--- config.mk ---
export PLATFORM = sky130hd
export DESIGN_NAME = zmodem_frame_encoder_top
export DESIGN_NICKNAME = d
export VERILOG_FILES = /design/src/sv/zfe_pkg.sv /design/src/sv/zmodem_frame_encoder_top.sv
export VERILOG_INCLUDE_DIRS = /design/src /design/src/sv
export SDC_FILE = /design/constraint.sdc
export NUM_CORES = 1
export LEC_CHECK = 0
export BUFFER_PORTS_ARGS = -buffer_cell sky130_fd_sc_hd__buf_2
export CAP_MARGIN = 20
export CORE_UTILIZATION = 30
export CTS_CLUSTER_DIAMETER = 200
export CTS_CLUSTER_SIZE = 8
export DETAILED_ROUTE_END_ITERATION = 8
export MAX_ROUTING_LAYER = met4
export PLACE_DENSITY_LB_ADDON = 0.12
export SETUP_SLACK_MARGIN = 0.15
export SLEW_MARGIN = 20
export SYNTH_ARGS = -nofsm -noshare
export SYNTH_HDL_FRONTEND = slang
export SYNTH_SLANG_ARGS = --single-unit
--- constraint.sdc ---
create_clock -name clk -period 5.6 [get_ports clk]
set_input_delay 0.84 -clock clk [delete_from_list [all_inputs] [get_ports clk]]
set_output_delay 0.84 -clock clk [all_outputs]
set_load 0.05 [all_outputs]
--- src/sv/zmodem_frame_encoder_top_macros.svh ---
// ---------------------------------------------------------------------------
// Assertion macros for the ZMODEM frame encoder
// Immediate-implication and next-cycle checks, empty in synthesis.
// ---------------------------------------------------------------------------
`ifndef ZMODEM_FRAME_ENCODER_TOP_MACROS_SVH
`define ZMODEM_FRAME_ENCODER_TOP_MACROS_SVH

`ifndef SYNTHESIS
// Same-cycle check: when ante holds, cons holds.
`define ZFE_ASSERT_NOW(label, clk, rst_n, ante, cons) \
  label: assert property (@(posedge clk) disable iff (!rst_n) (ante) |-> (cons)) \
    else $error("assertion failed");
// Next-cycle check: when ante holds, cons holds in the next cycle.
`define ZFE_ASSERT_NEXT(label, clk, rst_n, ante, cons) \
  label: assert property (@(posedge clk) disable iff (!rst_n) (ante) |=> (cons)) \
    else $error("assertion failed");
`else
`define ZFE_ASSERT_NOW(label, clk, rst_n, ante, cons)
`define ZFE_ASSERT_NEXT(label, clk, rst_n, ante, cons)
`endif

`endif

--- src/sv/zfe_pkg.sv ---
// ---------------------------------------------------------------------------
// ZMODEM frame encoder package
// Word types, line constants and the CRC and hex helper functions.
// ---------------------------------------------------------------------------
package zfe_pkg;

  // Command codes of an input word
  typedef enum logic [1:0] {
    CMD_DATA = 2'd0,
    CMD_END  = 2'd1,
    CMD_HEX  = 2'd2,
    CMD_BIN  = 2'd3
  } cmd_t;

  typedef struct packed {
    cmd_t        cmd;
    logic [7:0]  in_byte;
    logic [31:0] header_arg;
  } in_item_t;

  typedef struct packed {
    logic [7:0] out_byte;
    logic       last;
  } out_item_t;

  localparam logic [7:0]  ESC_BYTE   = 8'h18;
  localparam logic [7:0]  PAD_BYTE   = 8'h2A;
  localparam logic [7:0]  ESC_XOR    = 8'h40;
  localparam logic [7:0]  ESC_MAX    = 8'h1F;
  localparam logic [7:0]  HEX_TAG    = 8'h42;
  localparam logic [7:0]  BIN_TAG    = 8'h43;
  localparam logic [7:0]  CR_BYTE    = 8'h0D;
  localparam logic [7:0]  LF_BYTE    = 8'h0A;
  localparam logic [31:0] CRC32_POLY = 32'hEDB88320;
  localparam logic [31:0] CRC32_INIT = 32'hFFFFFFFF;
  localparam logic [15:0] CRC16_POLY = 16'h1021;

  // One byte of the reflected CRC-32, bit by bit
  function automatic logic [31:0] crc32_byte(input logic [31:0] c, input logic [7:0] b);
    logic [31:0] r;
    r = c ^ {24'h0, b};
    for (int k = 0; k < 8; k++) begin
      r = r[0] ? ((r >> 1) ^ CRC32_POLY) : (r >> 1);
    end
    return r;
  endfunction

  // One byte of the MSB-first CRC-16
  function automatic logic [15:0] crc16_byte(input logic [15:0] c, input logic [7:0] b);
    logic [15:0] r;
    r = c ^ {b, 8'h00};
    for (int k = 0; k < 8; k++) begin
      r = r[15] ? ((r << 1) ^ CRC16_POLY) : (r << 1);
    end
    return r;
  endfunction

  // Upper-case ASCII hex digit
  function automatic logic [7:0] hex_digit(input logic [3:0] v);
    return (v < 4'd10) ? ({4'h0, v} + 8'h30) : ({4'h0, v} + 8'h37);
  endfunction

  // Bytes in the control range and the pad byte go out escaped
  function automatic logic needs_escape(input logic [7:0] b);
    return (b <= ESC_MAX) || (b == PAD_BYTE);
  endfunction

  // Byte of a 32-bit word, index 0 is the most significant
  function automatic logic [7:0] byte_of32(input logic [31:0] w, input logic [1:0] idx);
    return w[(5'd24 - {idx, 3'b000}) +: 8];
  endfunction

endpackage

--- src/sv/zmodem_frame_encoder_top.sv ---
// ---------------------------------------------------------------------------
// ZMODEM frame encoder
// Turns data, end and header commands into an escaped serial byte stream.
// ---------------------------------------------------------------------------
// An accepted item is registered in item_r; its line words go out through out_data_r.
// Throughput: one line word per cycle from the output register while out_ready holds;
//   a data byte is 1 or 2 words, an end 6 to 10, a hex header 19, a binary 12 to 21.
// The next item is taken in the cycle the current item's final word is emitted.
// Reset (synchronous, active low): running CRC-32 to all ones, crc16_init to 0.
`include "zmodem_frame_encoder_top_macros.svh"

module zmodem_frame_encoder_top (
  input  logic               clk,
  input  logic               rst_n,
  input  logic               in_valid,
  output logic               in_ready,
  input  zfe_pkg::in_item_t  in_data,
  output logic               out_valid,
  input  logic               out_ready,
  output zfe_pkg::out_item_t out_data,
  input  logic               cfg_wr_en,
  input  logic [15:0]        cfg_wr_data
);

  zfe_pkg::in_item_t  item_r;
  zfe_pkg::out_item_t out_data_r, out_data_nxt;
  logic               busy_r, busy_nxt;
  logic [4:0]         pos_r, pos_nxt;
  logic               phase_r, phase_nxt;
  logic               out_valid_r, out_valid_nxt;
  logic [31:0]        sub_crc_r, sub_crc_nxt;
  logic [31:0]        wcrc_r, wcrc_nxt;
  logic [15:0]        h16_r, h16_nxt;
  logic [15:0]        crc16_init_r;

  logic               step, in_fire;
  logic [7:0]         sym_val;
  logic               sym_esc, sym_last, sym_needs_esc, sym_done;
  logic [2:0]         pay_idx;
  logic [7:0]         pay_val;
  logic [31:0]        crc_base, crc_res;
  logic [7:0]         crc_in;
  logic [31:0]        crc_out;

  // Emit one line word whenever busy and the output register is free
  assign step     = busy_r && (!out_valid_r || out_ready);
  assign in_ready = !busy_r || (step && sym_done && sym_last);
  assign in_fire  = in_valid && in_ready;

  assign crc_out = ~wcrc_r;

  // Select the payload byte: type, then argument bytes first-to-last
  always_comb begin
    case (pay_idx)
      3'd0:    pay_val = item_r.in_byte;
      3'd1:    pay_val = item_r.header_arg[31:24];
      3'd2:    pay_val = item_r.header_arg[23:16];
      3'd3:    pay_val = item_r.header_arg[15:8];
      default: pay_val = item_r.header_arg[7:0];
    endcase
  end

  // Decode the current symbol of the item's frame
  always_comb begin
    sym_val  = 8'h00;
    sym_esc  = 1'b0;
    sym_last = 1'b0;
    pay_idx  = 3'd0;
    case (item_r.cmd)
      zfe_pkg::CMD_DATA: begin
        sym_val  = item_r.in_byte;
        sym_esc  = 1'b1;
        sym_last = 1'b1;
      end
      zfe_pkg::CMD_END: begin
        case (pos_r) inside
          5'd0:          sym_val = zfe_pkg::ESC_BYTE;
          5'd1:          sym_val = item_r.in_byte;
          [5'd2:5'd5]: begin
            sym_val  = zfe_pkg::byte_of32(crc_out, 2'(pos_r - 5'd2));
            sym_esc  = 1'b1;
            sym_last = (pos_r == 5'd5);
          end
          default:       sym_val = 8'h00;
        endcase
      end
      zfe_pkg::CMD_HEX: begin
        pay_idx = 3'((pos_r - 5'd3) >> 1);
        case (pos_r) inside
          5'd0:          sym_val = zfe_pkg::PAD_BYTE;
          5'd1:          sym_val = zfe_pkg::ESC_BYTE;
          5'd2:          sym_val = zfe_pkg::HEX_TAG;
          [5'd3:5'd12]:  sym_val = zfe_pkg::hex_digit(pos_r[0] ? pay_val[7:4] : pay_val[3:0]);
          [5'd13:5'd14]: sym_val = zfe_pkg::hex_digit(pos_r[0] ? h16_r[15:12] : h16_r[11:8]);
          [5'd15:5'd16]: sym_val = zfe_pkg::hex_digit(pos_r[0] ? h16_r[7:4] : h16_r[3:0]);
          5'd17:         sym_val = zfe_pkg::CR_BYTE;
          5'd18: begin
            sym_val  = zfe_pkg::LF_BYTE;
            sym_last = 1'b1;
          end
          default:       sym_val = 8'h00;
        endcase
      end
      zfe_pkg::CMD_BIN: begin
        pay_idx = 3'(pos_r - 5'd3);
        case (pos_r) inside
          5'd0:          sym_val = zfe_pkg::PAD_BYTE;
          5'd1:          sym_val = zfe_pkg::ESC_BYTE;
          5'd2:          sym_val = zfe_pkg::BIN_TAG;
          [5'd3:5'd7]: begin
            sym_val = pay_val;
            sym_esc = 1'b1;
          end
          [5'd8:5'd11]: begin
            sym_val  = zfe_pkg::byte_of32(crc_out, 2'(pos_r - 5'd8));
            sym_esc  = 1'b1;
            sym_last = (pos_r == 5'd11);
          end
          default:       sym_val = 8'h00;
        endcase
      end
      default: sym_val = 8'h00;
    endcase
  end

  assign sym_needs_esc = sym_esc && zfe_pkg::needs_escape(sym_val);
  assign sym_done      = !sym_needs_esc || phase_r;

  // Shared CRC-32 byte update: running subpacket CRC or binary header CRC
  assign crc_base = (item_r.cmd == zfe_pkg::CMD_BIN)
                  ? ((pos_r == 5'd3) ? zfe_pkg::CRC32_INIT : wcrc_r) : sub_crc_r;
  assign crc_in   = (item_r.cmd == zfe_pkg::CMD_BIN) ? pay_val : item_r.in_byte;
  assign crc_res  = zfe_pkg::crc32_byte(crc_base, crc_in);

  // Advance the frame sequencer and update CRCs on a symbol's first word
  always_comb begin
    busy_nxt      = busy_r;
    pos_nxt       = pos_r;
    phase_nxt     = phase_r;
    sub_crc_nxt   = sub_crc_r;
    wcrc_nxt      = wcrc_r;
    h16_nxt       = h16_r;
    out_data_nxt  = out_data_r;
    out_valid_nxt = out_valid_r && !out_ready;
    if (step) begin
      out_valid_nxt         = 1'b1;
      out_data_nxt.last     = sym_done && sym_last;
      if (sym_needs_esc && !phase_r) begin
        out_data_nxt.out_byte = zfe_pkg::ESC_BYTE;
      end else if (sym_needs_esc) begin
        out_data_nxt.out_byte = sym_val ^ zfe_pkg::ESC_XOR;
      end else begin
        out_data_nxt.out_byte = sym_val;
      end
      if (!phase_r) begin
        case (item_r.cmd)
          zfe_pkg::CMD_DATA: sub_crc_nxt = crc_res;
          zfe_pkg::CMD_END: begin
            if (pos_r == 5'd1) begin
              wcrc_nxt    = crc_res;
              sub_crc_nxt = zfe_pkg::CRC32_INIT;
            end
          end
          zfe_pkg::CMD_HEX: begin
            if (pos_r[0] && (pos_r >= 5'd3) && (pos_r <= 5'd11)) begin
              h16_nxt = zfe_pkg::crc16_byte((pos_r == 5'd3) ? crc16_init_r : h16_r,
                                            pay_val);
            end
          end
          zfe_pkg::CMD_BIN: begin
            if ((pos_r >= 5'd3) && (pos_r <= 5'd7)) begin
              wcrc_nxt = crc_res;
            end
          end
          default: sub_crc_nxt = sub_crc_r;
        endcase
      end
      if (sym_done) begin
        phase_nxt = 1'b0;
        pos_nxt   = pos_r + 5'd1;
        if (sym_last) begin
          busy_nxt = 1'b0;
        end
      end else begin
        phase_nxt = 1'b1;
      end
    end
    if (in_fire) begin
      busy_nxt  = 1'b1;
      pos_nxt   = 5'd0;
      phase_nxt = 1'b0;
    end
  end

  // Control state, running CRC and CRC-16 seed
  always_ff @(posedge clk) begin
    if (!rst_n) begin
      busy_r       <= 1'b0;
      pos_r        <= 5'd0;
      phase_r      <= 1'b0;
      out_valid_r  <= 1'b0;
      sub_crc_r    <= zfe_pkg::CRC32_INIT;
      crc16_init_r <= 16'h0000;
    end else begin
      busy_r      <= busy_nxt;
      pos_r       <= pos_nxt;
      phase_r     <= phase_nxt;
      out_valid_r <= out_valid_nxt;
      sub_crc_r   <= sub_crc_nxt;
      if (cfg_wr_en) begin
        crc16_init_r <= cfg_wr_data;
      end
    end
  end

  // Payload registers
  always_ff @(posedge clk) begin
    if (in_fire) begin
      item_r <= in_data;
    end
    wcrc_r     <= wcrc_nxt;
    h16_r      <= h16_nxt;
    out_data_r <= out_data_nxt;
  end

  assign out_valid = out_valid_r;
  assign out_data  = out_data_r;

  // Second phase only exists for an escaped symbol
  `ZFE_ASSERT_NOW(a_phase_escaped, clk, rst_n, busy_r && phase_r, sym_needs_esc)
  // Sequencer never runs past the longest frame
  `ZFE_ASSERT_NOW(a_pos_bound, clk, rst_n, busy_r, pos_r <= 5'd18)
  // Escape prefix word is never flagged as final
  `ZFE_ASSERT_NEXT(a_esc_prefix, clk, rst_n, step && !sym_done,
                   (out_data_r.out_byte == zfe_pkg::ESC_BYTE) && !out_data_r.last)
  // Final word with no new item leaves the sequencer idle
  `ZFE_ASSERT_NEXT(a_idle_after_last, clk, rst_n, step && sym_done && sym_last && !in_fire,
                   !busy_r && out_valid_r && out_data_r.last)

endmodule

# --- Yosys cells after proc, flatten, opt, wreduce, memory -nomap -nowiden ---
# Index checks and enable logic that the tools add are counted.
word_totals:
  out_inout_bits: 11
  input_bits: 63
  regBits: 155
op_classes:
  n_addsub: 12
  magnitude_cmp: 15
  n_mux: 83
  shifts: 2
  bitwise: 22
  eq_ne: 16
  n_reduce_logical: 39
op_table:
  columns: ["operator", "n"]
  rows:
  - ["$mux 32", 13]
  - ["$pmux 32 s2", 2]
  - ["$not 13->14", 8]
  - ["$mux 13", 8]
  - ["$mux 8", 13]
  - ["$pmux 8 s4", 2]
  - ["$shiftx 32x6->8", 2]
  - ["$add 4x6->7 const B", 6]
  - ["$mux 7", 6]
  - ["$not 32->32", 1]
  - ["$xor 32x8->32", 1]
  - ["$mux 1", 30]
  - ["$not 3->3", 8]
  - ["$mux 4", 5]
  - ["$logic_and 1x1->1", 16]
  - ["$mux 16", 1]
  - ["$xor 16x16->16", 1]
  - ["$ge 5x4->1 const B", 3]
  - ["$le 5x4->1 const B", 3]
  - ["$lt 4x4->1 const B", 3]
  - ["$eq 5x2->1 const B", 2]
  - ["$eq 5x5->1 const B", 2]
  - ["$ge 5x2->1 const B", 2]
  - ["$le 5x3->1 const B", 2]
  - ["32 further kinds", 49]

# --- Depth between registers and ports, before layout ---
depth:
  ltp_word: 24
  mapped_depth: 21
  depth_no_buf: 18

# --- Worst setup path before layout ---
# Ideal clock, no wire load.
synth_path:
  path_type: "reg2reg"
  start: "register pos_r[0]"
  end: "register item_r[0] (netlist bit), enable pin"
  t_required_ps: 5197
  synth_period_minus_slack_ps: 6219
  path_buffers: 2
  stages_incl_launch_ff: 19
  t_arrival_ps: 5816
  path_slack_ps: -619
  cell_sequence: "dfxtp_1 -> buf_2 -> inv_1 -> clkbuf_1 -> ha_1 -> nor2_1 -> a221o_1 -> a2111oi_0 -> a31oi_1 -> a2bb2oi_1 -> ha_1 -> and4b_1 -> o21ai_0 -> nand4_1 -> a31oi_1 -> a31oi_4 -> o21ai_4 -> o21ai_1 -> and2_1"
synth_via:
  elab_chain_len: 21
synth_lines:
  columns: ["item", "line", "text"]
  rows:
  - ["start: declaration", "zmodem_frame_encoder_top.sv:28", "logic [4:0] pos_r, pos_nxt;"]
  - ["start signal: assignment", "zmodem_frame_encoder_top.sv:206", "pos_r <= pos_nxt;"]
  - ["$sub 4x2->4", "zmodem_frame_encoder_top.sv:105", "pay_idx = 3'(pos_r - 5'd3);"]
  - ["$pmux 3 s2", "zmodem_frame_encoder_top.sv:69", "case (item_r.cmd)"]
  - ["$eq 3x2->1, or another cell as far along", "zmodem_frame_encoder_top.sv:54", "case (pay_idx)"]
  - ["$pmux 8 s4", "zmodem_frame_encoder_top.sv:54", null]
  - ["$mux 4", "zmodem_frame_encoder_top.sv:93", "[5'd3:5'd12]: sym_val = zfe_pkg::hex_digit(pos_r[0] ? pay_val[7:4] : pay_val[3:0]);"]
  - ["$add 4x6->7 / $lt 4x4->1 (equally long branches)", "zfe_pkg.sv:60", "return (v < 4'd10) ? ({4'h0, v} + 8'h30) : ({4'h0, v} + 8'h37);"]
  - ["$mux 7", "zfe_pkg.sv:60", null]
  - ["$mux 8 (4 in a row)", "zmodem_frame_encoder_top.sv:89", "case (pos_r) inside"]
  - ["[... 3 more ...]", null, null]
  - ["$logic_and 1x1->1", "zmodem_frame_encoder_top.sv:126", "assign sym_needs_esc = sym_esc && zfe_pkg::needs_escape(sym_val);"]
  - ["$logic_not 1->1", "zmodem_frame_encoder_top.sv:127", "assign sym_done = !sym_needs_esc || phase_r;"]
  - ["$logic_or 1x1->1", "zmodem_frame_encoder_top.sv:127", null]
  - ["$logic_and 1x1->1", "zmodem_frame_encoder_top.sv:47", "assign in_ready = !busy_r || (step && sym_done && sym_last);"]
  - ["$logic_and 1x1->1 *", "zmodem_frame_encoder_top.sv:47", null]
  - ["$logic_or 1x1->1 *", "zmodem_frame_encoder_top.sv:47", null]
  - ["via in_ready", "zmodem_frame_encoder_top.sv:16", "output logic in_ready,"]
  - ["$logic_and 1x1->1 *", "zmodem_frame_encoder_top.sv:48", "assign in_fire = in_valid && in_ready;"]
  - ["end signal: assignment", "zmodem_frame_encoder_top.sv:219", "item_r <= in_data;"]
  - ["end: declaration", "zmodem_frame_encoder_top.sv:25", "zfe_pkg::in_item_t item_r;"]
# Mark *: on every way through the listed nets, which the timed path passes. The rest lies on a longest branch.
# A chain may end at the register's enable or synchronous reset.

# --- Final worst setup path ---
layout_path:
  start: "register pos_r[0]"
  end: "output port in_ready"
layout_via:
  elab_chain_len: 20
layout_lines:
  columns: ["item", "line", "text"]
  rows:
  - ["$sub 4x2->4", "zmodem_frame_encoder_top.sv:105", null]
  - ["$pmux 3 s2", "zmodem_frame_encoder_top.sv:69", null]
  - ["$eq 3x2->1, or another cell as far along", "zmodem_frame_encoder_top.sv:54", null]
  - ["$pmux 8 s4", "zmodem_frame_encoder_top.sv:54", null]
  - ["$mux 4", "zmodem_frame_encoder_top.sv:93", null]
  - ["$add 4x6->7 / $lt 4x4->1 (equally long branches)", "zfe_pkg.sv:60", null]
  - ["$mux 7", "zfe_pkg.sv:60", null]
  - ["$mux 8 (4 in a row)", "zmodem_frame_encoder_top.sv:89", null]
  - ["$pmux 8 s4", "zmodem_frame_encoder_top.sv:69", null]
  - ["$le 8x5->1 / $eq 8x6->1 (equally long branches)", "zfe_pkg.sv:65", "return (b <= ESC_MAX) || (b == PAD_BYTE);"]
  - ["$logic_or 1x1->1", "zfe_pkg.sv:65", null]
  - ["$logic_and 1x1->1", "zmodem_frame_encoder_top.sv:126", null]
  - ["$logic_not 1->1", "zmodem_frame_encoder_top.sv:127", null]
  - ["$logic_or 1x1->1", "zmodem_frame_encoder_top.sv:127", null]
  - ["$logic_and 1x1->1", "zmodem_frame_encoder_top.sv:47", null]
  - ["$logic_and 1x1->1 *", "zmodem_frame_encoder_top.sv:47", null]
  - ["$logic_or 1x1->1 *", "zmodem_frame_encoder_top.sv:47", null]
  - ["end: declaration", "zmodem_frame_encoder_top.sv:16", null]
# Every way passes the cells marked *; elsewhere a longest branch is shown, timed or not.

==> qor.txt <==
worst reg-to-reg setup slack: 0.95 ns
Num CTS Buffers: 17
cell taking the most area after synthesis: edfxtp_1
Synth async-reset ratio: 0%
overall power: 0.00318 W
reported max-cap violation count: 0
final setup fails: 0
Cell Area, Synth: 9480 µm²
Cell Pwr Density: 288 nW/µm²
initial core utilization: 30.7%
CTS tree: yes
fraction of layout instances using a drive strength above 1: 21.5%
Crit. End Element: output pin
Worst Path Max Fanout: 23
WS Path Type: flop to output pin
IO Count: 74
DR WL/cell: 21.3 µm
Iteration-0 DRC Markers: 697
area of the core: 30,800 µm²
Primary FF master, synth: edfxtp_1
Mapped Avg Cell Area: 10.4 µm²
Clk Latency, worst-skew pair: 0.45 ns
yosys warns: 0
Buf/Inv on CP: 3
first-pass iteration count of the detailed router: 9
initial antenna violation count: 0
Clock Path Buffers: 2
# hold bufs at CTS: 0
# DRC: 5
Slew headroom: 40.6%
pin count of the biggest net entering global routing: 53
Rows: 64
die area: 32,300 µm²
cell family with most CP delay: compound AO/OA/AOI/OAI gates
Final HPWL DP: 21.5 mm
vias: 7,427
post-synthesis sequential area ratio: 43.2%
Final ANT Viol Nets: 0
Max Slew Vio Count: 0
Post-CTS Setup Inserts: 0
Worst Setup Start Kind: flop
peak supply drop: 0.000220 V
RSZ-0062 raised after global routing: false
IO Port Bufs: 73
gr usage total: 19.3%
vias per inst: 5.34
Static Leak: 3.98 nW
Overflow after GRT: 0
Nets: 1,053
chip height: 180 µm
cell chain of the critical path: inv_1 > ha_1 > buf_6 > and3b_1 > a21o_1 > a222oi_1 > a31oi_2 > o211a_1 > or4b_4 > nand3_1 > and4bb_4 > a31oi_4 > o21ai_4 > o21ai_2 > buf_4
area share of the largest cell type after synthesis: 31.4%
ranking of synthesized cells by area: edfxtp_1, dfxtp_1, mux2i_1, xnor2_1, mux4_2
final WL: 29.6 mm
Die W: 180 µm
Final Critical Period: 5.23 ns
first-pass GRT wire length: 45.9 mm
hold crit path type: flop to flop
library cells used by synthesis: 92
post-synth net total: 984
Post-Synthesis Cells: 913
Area Growth Syn to Fin: 16.5%
CP required: 4.76 ns
critical path's largest stage delay: 0.53 ns
outcome: finished, violations left
n_diodes: 0
CTS H-tree depth: 4
Num Clock Sinks: 155
crit path DAT: 4.39 ns
clk root buf: clkbuf_16
Clock Pin Slew Worst Setup and Hold Paths: 0.07 ns
TNS Setup: 0 ns
Final Hold Vio Count: 0
Placer Congestion: 0.912
number of synthesized register bits: 155
Fin Clk Skew: 0.0147 ns
Slowest-stage cell, CP: or4b_4
fillers: 3,111
Post-synth EDFFs: 99
vias in the first global route: 7,361
final period utilization: 93.3%
failing checks: design-rule violations
Worst-Margin Slew: 0.882 ns
Fmax: 0.191 GHz
==> through the flow <==
| step | worst slack, ns | cell area (µm²) | hold slack, ns | cells | util [%] |
|---|---|---|---|---|---|
| after global routing | 0.181 | 11000 | 0.521 | 1391 | 35.8 |
| after detailed placement | 0.371 | 10400 | 0.473 | 1359 | 33.6 |
| after floorplan | 0.332 | 9480 | 0.457 | 913 | - |
| final | 0.373 | 11000 | 0.489 | 1391 | 35.8 |
| after global placement | 0.458 | 10400 | 0.466 | 1359 | 33.6 |
| after CTS | 0.162 | 10900 | 0.491 | 1391 | 35.4 |
==> cell usage in the layout, fill, tap and decap left out, types with 10 or more instances in the layout <==
master,count
mux2i_1,51
xor2_1,43
edfxtp_1,99
buf_2,72
clkbuf_16,17
nor2b_1,20
mux4_2,17
nand2b_1,12
or3_1,27
xnor2_1,58
a21oi_1,25
buf_4,37
o22ai_1,34
nand3_1,15
nor3_1,18
a211oi_1,10
nand2_1,77
dfxtp_1,55
o21ai_0,47
inv_1,25
nor2_1,46
==> worst min-delay path: stages, from the launching register on <==
cell and delay (ns):
dfxtp_1 0.32, o22ai_1 0.08, nand2_1 0.06
==> synthesized netlist by cell type, types with 19 or more instances <==
cell type and n:
a21oi_1 25, clkbuf_1 43, dfxtp_1 56, edfxtp_1 99
inv_1 25, mux2i_1 51, nand2_1 77, nor2_1 47
nor2b_1 20, nor3_1 19, o21ai_0 47, o22ai_1 34
or3_1 27, xnor2_1 58, xor2_1 43
==> routing by layer <==
layer / wire [µm] / vias to the layer above / track usage (%)
met3: 1210 / 37 / 3.10
met2: 13600 / 180 / 29.5
met5: 0 / - / -
met4: 667 / 0 / 6.79
li1: - / 3546 / -
met1: 14200 / 3664 / 25.8
==> area by class of cell <==
cell class / count / area [µm²] / share of cell area, %
multi-input cells: 673 / 5160 / 46.8
flip-flops and latches: 155 / 4100 / 37.1
repair buffers: 110 / 649 / 5.88
well taps: 396 / 495 / 4.49
clock buffers: 17 / 425 / 3.85
clock inverters: 15 / 116 / 1.05
inverters: 25 / 93.8 / 0.850
==> sequential cells by signal, indices dropped and copies added, names as in the netlist <==
register and cells:
item_r 42, sub_crc_r 32, wcrc_r 32, crc16_init_r 16
h16_r 16, out_data 9, pos_r 5, busy_r 1
out_valid 1, phase_r 1
==> power breakdown <==
group          internal (W)  switching (W)
sequential          0.00131      0.0000359
clock              0.000571       0.000507
combinational      0.000300       0.000450
==> cell families (layout without fill, tap and decap cells) <==
logic type	after synthesis	after routing	synth area share, %
DFF	155	155	43.2
xor gates and xnor gates	110	110	10.9
AOI/OAI and AO/OA	220	220	16.9
muxes	72	72	9.90
and+or+nand+nor	263	263	14.4
adders and majority gates	8	8	1.06
buffers and inverters	85	167	3.66
==> worst paths after layout <==
kind                                    from                         end  depth (start not counted)
setup reg to reg       pos_r[0]$_SDFFE_PP0P_        item_r[31]$_DFFE_PP_                         15
hold reg to reg   sub_crc_r[21]$_SDFFE_PN1P_  sub_crc_r[21]$_SDFFE_PN1P_                          2
hold / removal    sub_crc_r[21]$_SDFFE_PN1P_  sub_crc_r[21]$_SDFFE_PN1P_                          2
setup / recovery       pos_r[0]$_SDFFE_PP0P_                    in_ready                         15
==> repair_timing <==
action                     4_1_cts  5_1_grt
resized for setup                3       21
setup endpoints to repair        1        1
pin swaps                        0        0
Power figures use the tool's default switching activity.
